===== src/hdl/mma_pkg.sv =====
// Shared types, codes and helpers of the matrix multiply-accumulate block.
`default_nettype none

package mma_pkg;

	localparam int MAX_DIM_DEF = 16;

	localparam int VAL_W = 32;
	localparam int PROD_W = 2 * VAL_W;
	localparam int CFG_IDX_W = 3;

	localparam logic [1:0] MODE_LOAD_A = 2'd0;
	localparam logic [1:0] MODE_LOAD_B = 2'd1;
	localparam logic [1:0] MODE_C = 2'd2;

	localparam logic [CFG_IDX_W-1:0] REG_ROWS_M = 3'd0;
	localparam logic [CFG_IDX_W-1:0] REG_COLS_N = 3'd1;
	localparam logic [CFG_IDX_W-1:0] REG_INNER_K = 3'd2;
	localparam logic [CFG_IDX_W-1:0] REG_ALPHA = 3'd3;
	localparam logic [CFG_IDX_W-1:0] REG_BETA = 3'd4;

	localparam logic [4:0] DIM_RST = 5'd16;
	localparam logic [VAL_W-1:0] ALPHA_RST = 32'h0001_0000;
	localparam logic [VAL_W-1:0] BETA_RST = 32'h0000_0000;

	// Half of one Q16.16 unit in a Q32.32 product.
	localparam logic [PROD_W-1:0] RND_HALF = 64'd32768;

	typedef enum logic [1:0] {
		TAG_DOT,
		TAG_BETA,
		TAG_ALPHA_LO,
		TAG_ALPHA_HI
	} tag_t;

	typedef struct packed {
		logic vld;
		tag_t tag;
		logic neg;
		logic [VAL_W-1:0] opa;
		logic [VAL_W-1:0] opb;
	} mul_req_t;

	typedef struct packed {
		logic vld;
		logic pend;
		tag_t tag;
		logic neg;
		logic [PROD_W-1:0] data;
	} mul_rsp_t;

	// Magnitude of a signed 32-bit word; the most negative value maps to 2^31.
	function automatic logic [VAL_W-1:0] mag32(input logic [VAL_W-1:0] v);
		return v[VAL_W-1] ? (~v + 32'd1) : v;
	endfunction

endpackage

`default_nettype wire


===== src/hdl/mma_mulrnd.sv =====
// Shared multiply unit: magnitude product, optional Q16.16 rounding, three stages.
`default_nettype none

module mma_mulrnd (
	input wire logic clk,
	input wire logic arst_n,
	input wire mma_pkg::mul_req_t req,
	output mma_pkg::mul_rsp_t rsp
);

	logic vld_s2, vld_s3, vld_s4;
	mma_pkg::tag_t tag_s2, tag_s3, tag_s4;
	logic neg_s2, neg_s3, neg_s4;
	logic [mma_pkg::VAL_W-1:0] opa_s2, opb_s2;
	logic [mma_pkg::PROD_W-1:0] prod_s3, data_s4;

	always_ff @(posedge clk or negedge arst_n) begin
		if (!arst_n) begin
			vld_s2 <= 1'b0;
			vld_s3 <= 1'b0;
			vld_s4 <= 1'b0;
		end else begin
			vld_s2 <= req.vld;
			vld_s3 <= vld_s2;
			vld_s4 <= vld_s3;
		end
	end

	always_ff @(posedge clk) begin
		tag_s2 <= req.tag;
		neg_s2 <= req.neg;
		opa_s2 <= req.opa;
		opb_s2 <= req.opb;

		tag_s3 <= tag_s2;
		neg_s3 <= neg_s2;
		prod_s3 <= mma_pkg::PROD_W'(opa_s2) * mma_pkg::PROD_W'(opb_s2);

		tag_s4 <= tag_s3;
		neg_s4 <= neg_s3;
		// Dot terms and the beta term are rounded here; the alpha partial
		// products go out raw and are combined later.
		if (tag_s3 inside {mma_pkg::TAG_DOT, mma_pkg::TAG_BETA}) begin
			data_s4 <= (prod_s3 + mma_pkg::RND_HALF) >> 16;
		end else begin
			data_s4 <= prod_s3;
		end
	end

	assign rsp.vld = vld_s4;
	assign rsp.pend = vld_s2 | vld_s3;
	assign rsp.tag = tag_s4;
	assign rsp.neg = neg_s4;
	assign rsp.data = data_s4;

endmodule

`default_nettype wire


===== config.mk =====
export PLATFORM = sky130hd
export DESIGN_NAME = mma_mulrnd
export DESIGN_NICKNAME = d
export VERILOG_FILES = /design/src/hdl/mma_pkg.sv /design/src/hdl/mma_mulrnd.sv
export SDC_FILE = /design/constraint.sdc
export NUM_CORES = 2
export LEC_CHECK = 0
export BUFFER_PORTS_ARGS = -buffer_cell sky130_fd_sc_hd__buf_4
export CORE_ASPECT_RATIO = 0.6
export CORE_MARGIN = 3
export CORE_UTILIZATION = 65
export CTS_BUF_LIST = sky130_fd_sc_hd__clkbuf_4 sky130_fd_sc_hd__clkbuf_8
export CTS_CLUSTER_DIAMETER = 200
export CTS_CLUSTER_SIZE = 16
export DETAILED_ROUTE_END_ITERATION = 16
export PLACE_DENSITY = 0.88
export SYNTH_ARGS = -nofsm -noshare
export SYNTH_HDL_FRONTEND = slang
export SYNTH_SLANG_ARGS = --single-unit

===== constraint.sdc =====
create_clock -name clk -period 17.9 [get_ports clk]
set_input_delay 1.79 -clock clk [delete_from_list [all_inputs] [get_ports clk]]
set_output_delay 1.79 -clock clk [all_outputs]
set_load 0.1 [all_outputs]

==> run metrics <==
outcome finished clean; Clock Skew 0.0643 ns; Crit-path slowest cell dfxtp_1; Max Clk Rate 123 MHz; vias in the first global route 31500; Longest Clk Path Bufs 3; crit path DAT 8.60 ns; WL per Instance 21.8 um; post-synthesis xor/xnor area fraction around 2.4%; worst hold path depth 0; Die Wd 322 um; Hold EP neg_s3; Worst Max-Slew Pin Slew 1.28 ns; worst-skew pair later-pin latency 0.62 ns; fillcell total 4239; layout cells sized above 1 roughly 5.9%; Crit path largest cell delay 1.19 ns; crit path launch opb_s2[3]; met3 usage 13.4%; clock-pin slew on the worst setup and hold paths between 0.1 and 0.15 ns; part of the cycle the worst path needs roughly 45%; Ports 139; startpoint types register; DRT Pass-1 Iters 5; post-CTS resize count 0; syn_area_per_cell 9.36 um^2; total global routing overflow 0; post-CTS setup buffers 0; Simple-Gate Fraction of Synth Area 17.8%; Crit Path Category register to register; RSZ-0062 raised after global routing false; Setup crit end kind register; antenna-violating nets left 0; M1 GR Usage 48.4%; CP delay by family, top adder cells; # DRC 0; Final Max Tran Viols 0; largest net degree at the start of global routing 80; gp weighted congestion 1.00; R2R cell count 21; FFs w/ async S/R, synth 1.47%; adder-cell share of the synthesized area 54.5%; met2 Use GR 52.1%; syn nets 5391; first-pass GRT wire length 171000 um; fin crit period slightly above 8 ns; Layout area overhead 4.59%; Die Y 196 um; CTS tree yes; detailed-placement wirelength estimate approximately 81000 um; port bufs 138; origin of the critical flop-to-flop path opb_s2[3]; most common cell type on the critical path fa_1; Die ar. 63000 um^2; Post-Syn Area 39000 um^2; largest family of logic cells by synthesized area adder cells; Post-synth EDFFs 0; FF+latch count, synth 204; gr busiest metal met2; Max-cap violations 0; Mapped Cells approximately 4200; Final setup viols 0; sequential share of the synthesized area 10.5%; Hold Path Class register to register; Synth cell types 70; Initial Util 66.7%; antenna violations before repair 2; clk sinks 204; # rows ~70; mux share of post-synthesis cell area 0.0835%; Starting DRT DRC Count 2752; root buf cell clkbuf_8; HP Start neg_s2; setup TNS 0 ns; total CTS buffers 16; complex-gate fraction of the synthesized area 3.96%; reg2reg setup slack between 9 and 10 ns; Avg Vias per Cell about 5.9; worst-path maximum fanout 32; critical-path cell list and2_1, fa_1, inv_1, fa_1, fa_1, fa_1, inv_1, fa_1, fa_1, fa_1, fa_1, ha_1, a21oi_1, o21ai_0, a21oi_1, nand2_1, a21oi_1, a2111oi_2, o41a_2, a31o_2, xnor2_1; Fin. Hold Viols 0; GRT Resource Usage Total about a third; Yosys warnings 0; Bufs and invs on worst path 2; Worst EP required approximately 18 ns; final wirelength 107000 um; vias between 20000 and 30000; top_reg_cell synth dfxtp_1; H-tree levels 1; relative slew slack 14.4%; FF-to-FF End prod_s3[63]; Core Region 58400 um^2; Final nets approximately 5400; # hold bufs at CTS 0
registers in the layout (all words and copies together) (netlist names), 2 cells and up:
| signal | flops |
|---|---|
| prod_s3 | 64 |
| tag_s3 | 2 |
| opa_s2 | 32 |
| tag_s4 | 2 |
| data_s4 | 64 |
| tag_s2 | 2 |
| opb_s2 | 32 |
cell type report:
class	instances	area, um^2	area share [%]
Timing Repair Buffer	190	1430	3.50
Clock buffer	18	241	0.593
Antenna cell	1	2.50	0.00614
Clock inverter	1	30.0	0.0737
Multi-Input combinational cell	2854	30700	75.3
Inverter	871	3270	8.02
Tap cell	770	963	2.36
Sequential cell	204	4120	10.1
synth_stat cells (9+ instances only):
cell type	n	share of area (%)
nor2b_1	9	0.14
o21bai_1	11	0.21
nand2b_1	9	0.14
clkbuf_1	222	2.1
nor3_1	10	0.13
nor2_1	43	0.41
ha_1	264	8.5
a21o_1	31	0.60
o21ai_1	12	0.15
and3_1	16	0.26
nand4_1	28	0.45
nand2_1	529	5.1
inv_1	871	8.4
and2_1	638	10
fa_1	896	46
nand3_1	26	0.33
xnor2_1	50	1.1
o21ai_0	80	1.0
xor2_1	58	1.3
dfxtp_1	201	10
a21oi_1	66	0.85
logic make-up after synthesis:
group | after synthesis
flops | 204
compound gates | 245
fa+ha+maj | 1160
mux | 3
xor+xnor | 108
simple gates | 1338
buf+inv | 1103
layer usage:
layer  vias up  part of all wire (%)
met1     14300                    38
met4         2                   4.1
met5         -                 0.010
met2      2025                    43
li1      12100                     -
met3       353                    15
how the worst max path moves through the flow:
stage                  endpoint  slack [ns]  cells past startpoint
floorplan           prod_s3[63]       10.95                     24
global placement    prod_s3[63]       10.11                     21
finish              prod_s3[63]        9.79                     21
CTS                 prod_s3[63]        9.96                     21
global route        prod_s3[61]        9.45                     21
detailed placement  prod_s3[63]        9.92                     21
through the flow:
step / setup slack (ns) / cell area, um^2 / hold WS (ns) / util [%] / instances
6_report: 9.79 / 40700 / 0.321 / 69.8 / 4909
3_3_place_gp: 10.11 / 40500 / 0.310 / 69.3 / 4889
3_5_place_dp: 9.92 / 40500 / 0.314 / 69.3 / 4889
2_1_floorplan: 10.95 / 39000 / 0.310 / - / 4161
4_1_cts: 9.96 / 40700 / 0.322 / 69.8 / 4908
5_1_grt: 9.45 / 40700 / 0.331 / 69.8 / 4908
placed cells by master, fill, tap and decap left out, types with 10 or more instances in the layout:
cell / synthesis / layout
dfxtp_1: 201 / 188
nor3_1: 10 / 10
clkbuf_8: 0 / 17
a21oi_1: 66 / 66
o21bai_1: 11 / 11
a21o_1: 31 / 31
nand4_1: 28 / 28
o21ai_0: 80 / 80
fa_1: 896 / 896
o21ai_1: 12 / 12
dfxtp_2: 0 / 13
ha_1: 264 / 264
nand3_1: 26 / 26
xnor2_1: 50 / 50
and2_1: 638 / 638
nor2_1: 43 / 43
buf_4: 2 / 190
and3_1: 16 / 16
nand2_1: 529 / 529
inv_1: 871 / 871
xor2_1: 58 / 58
Power is not shown: default switching activity piles up to over one toggle a cycle in this logic, so the estimate is an artifact.
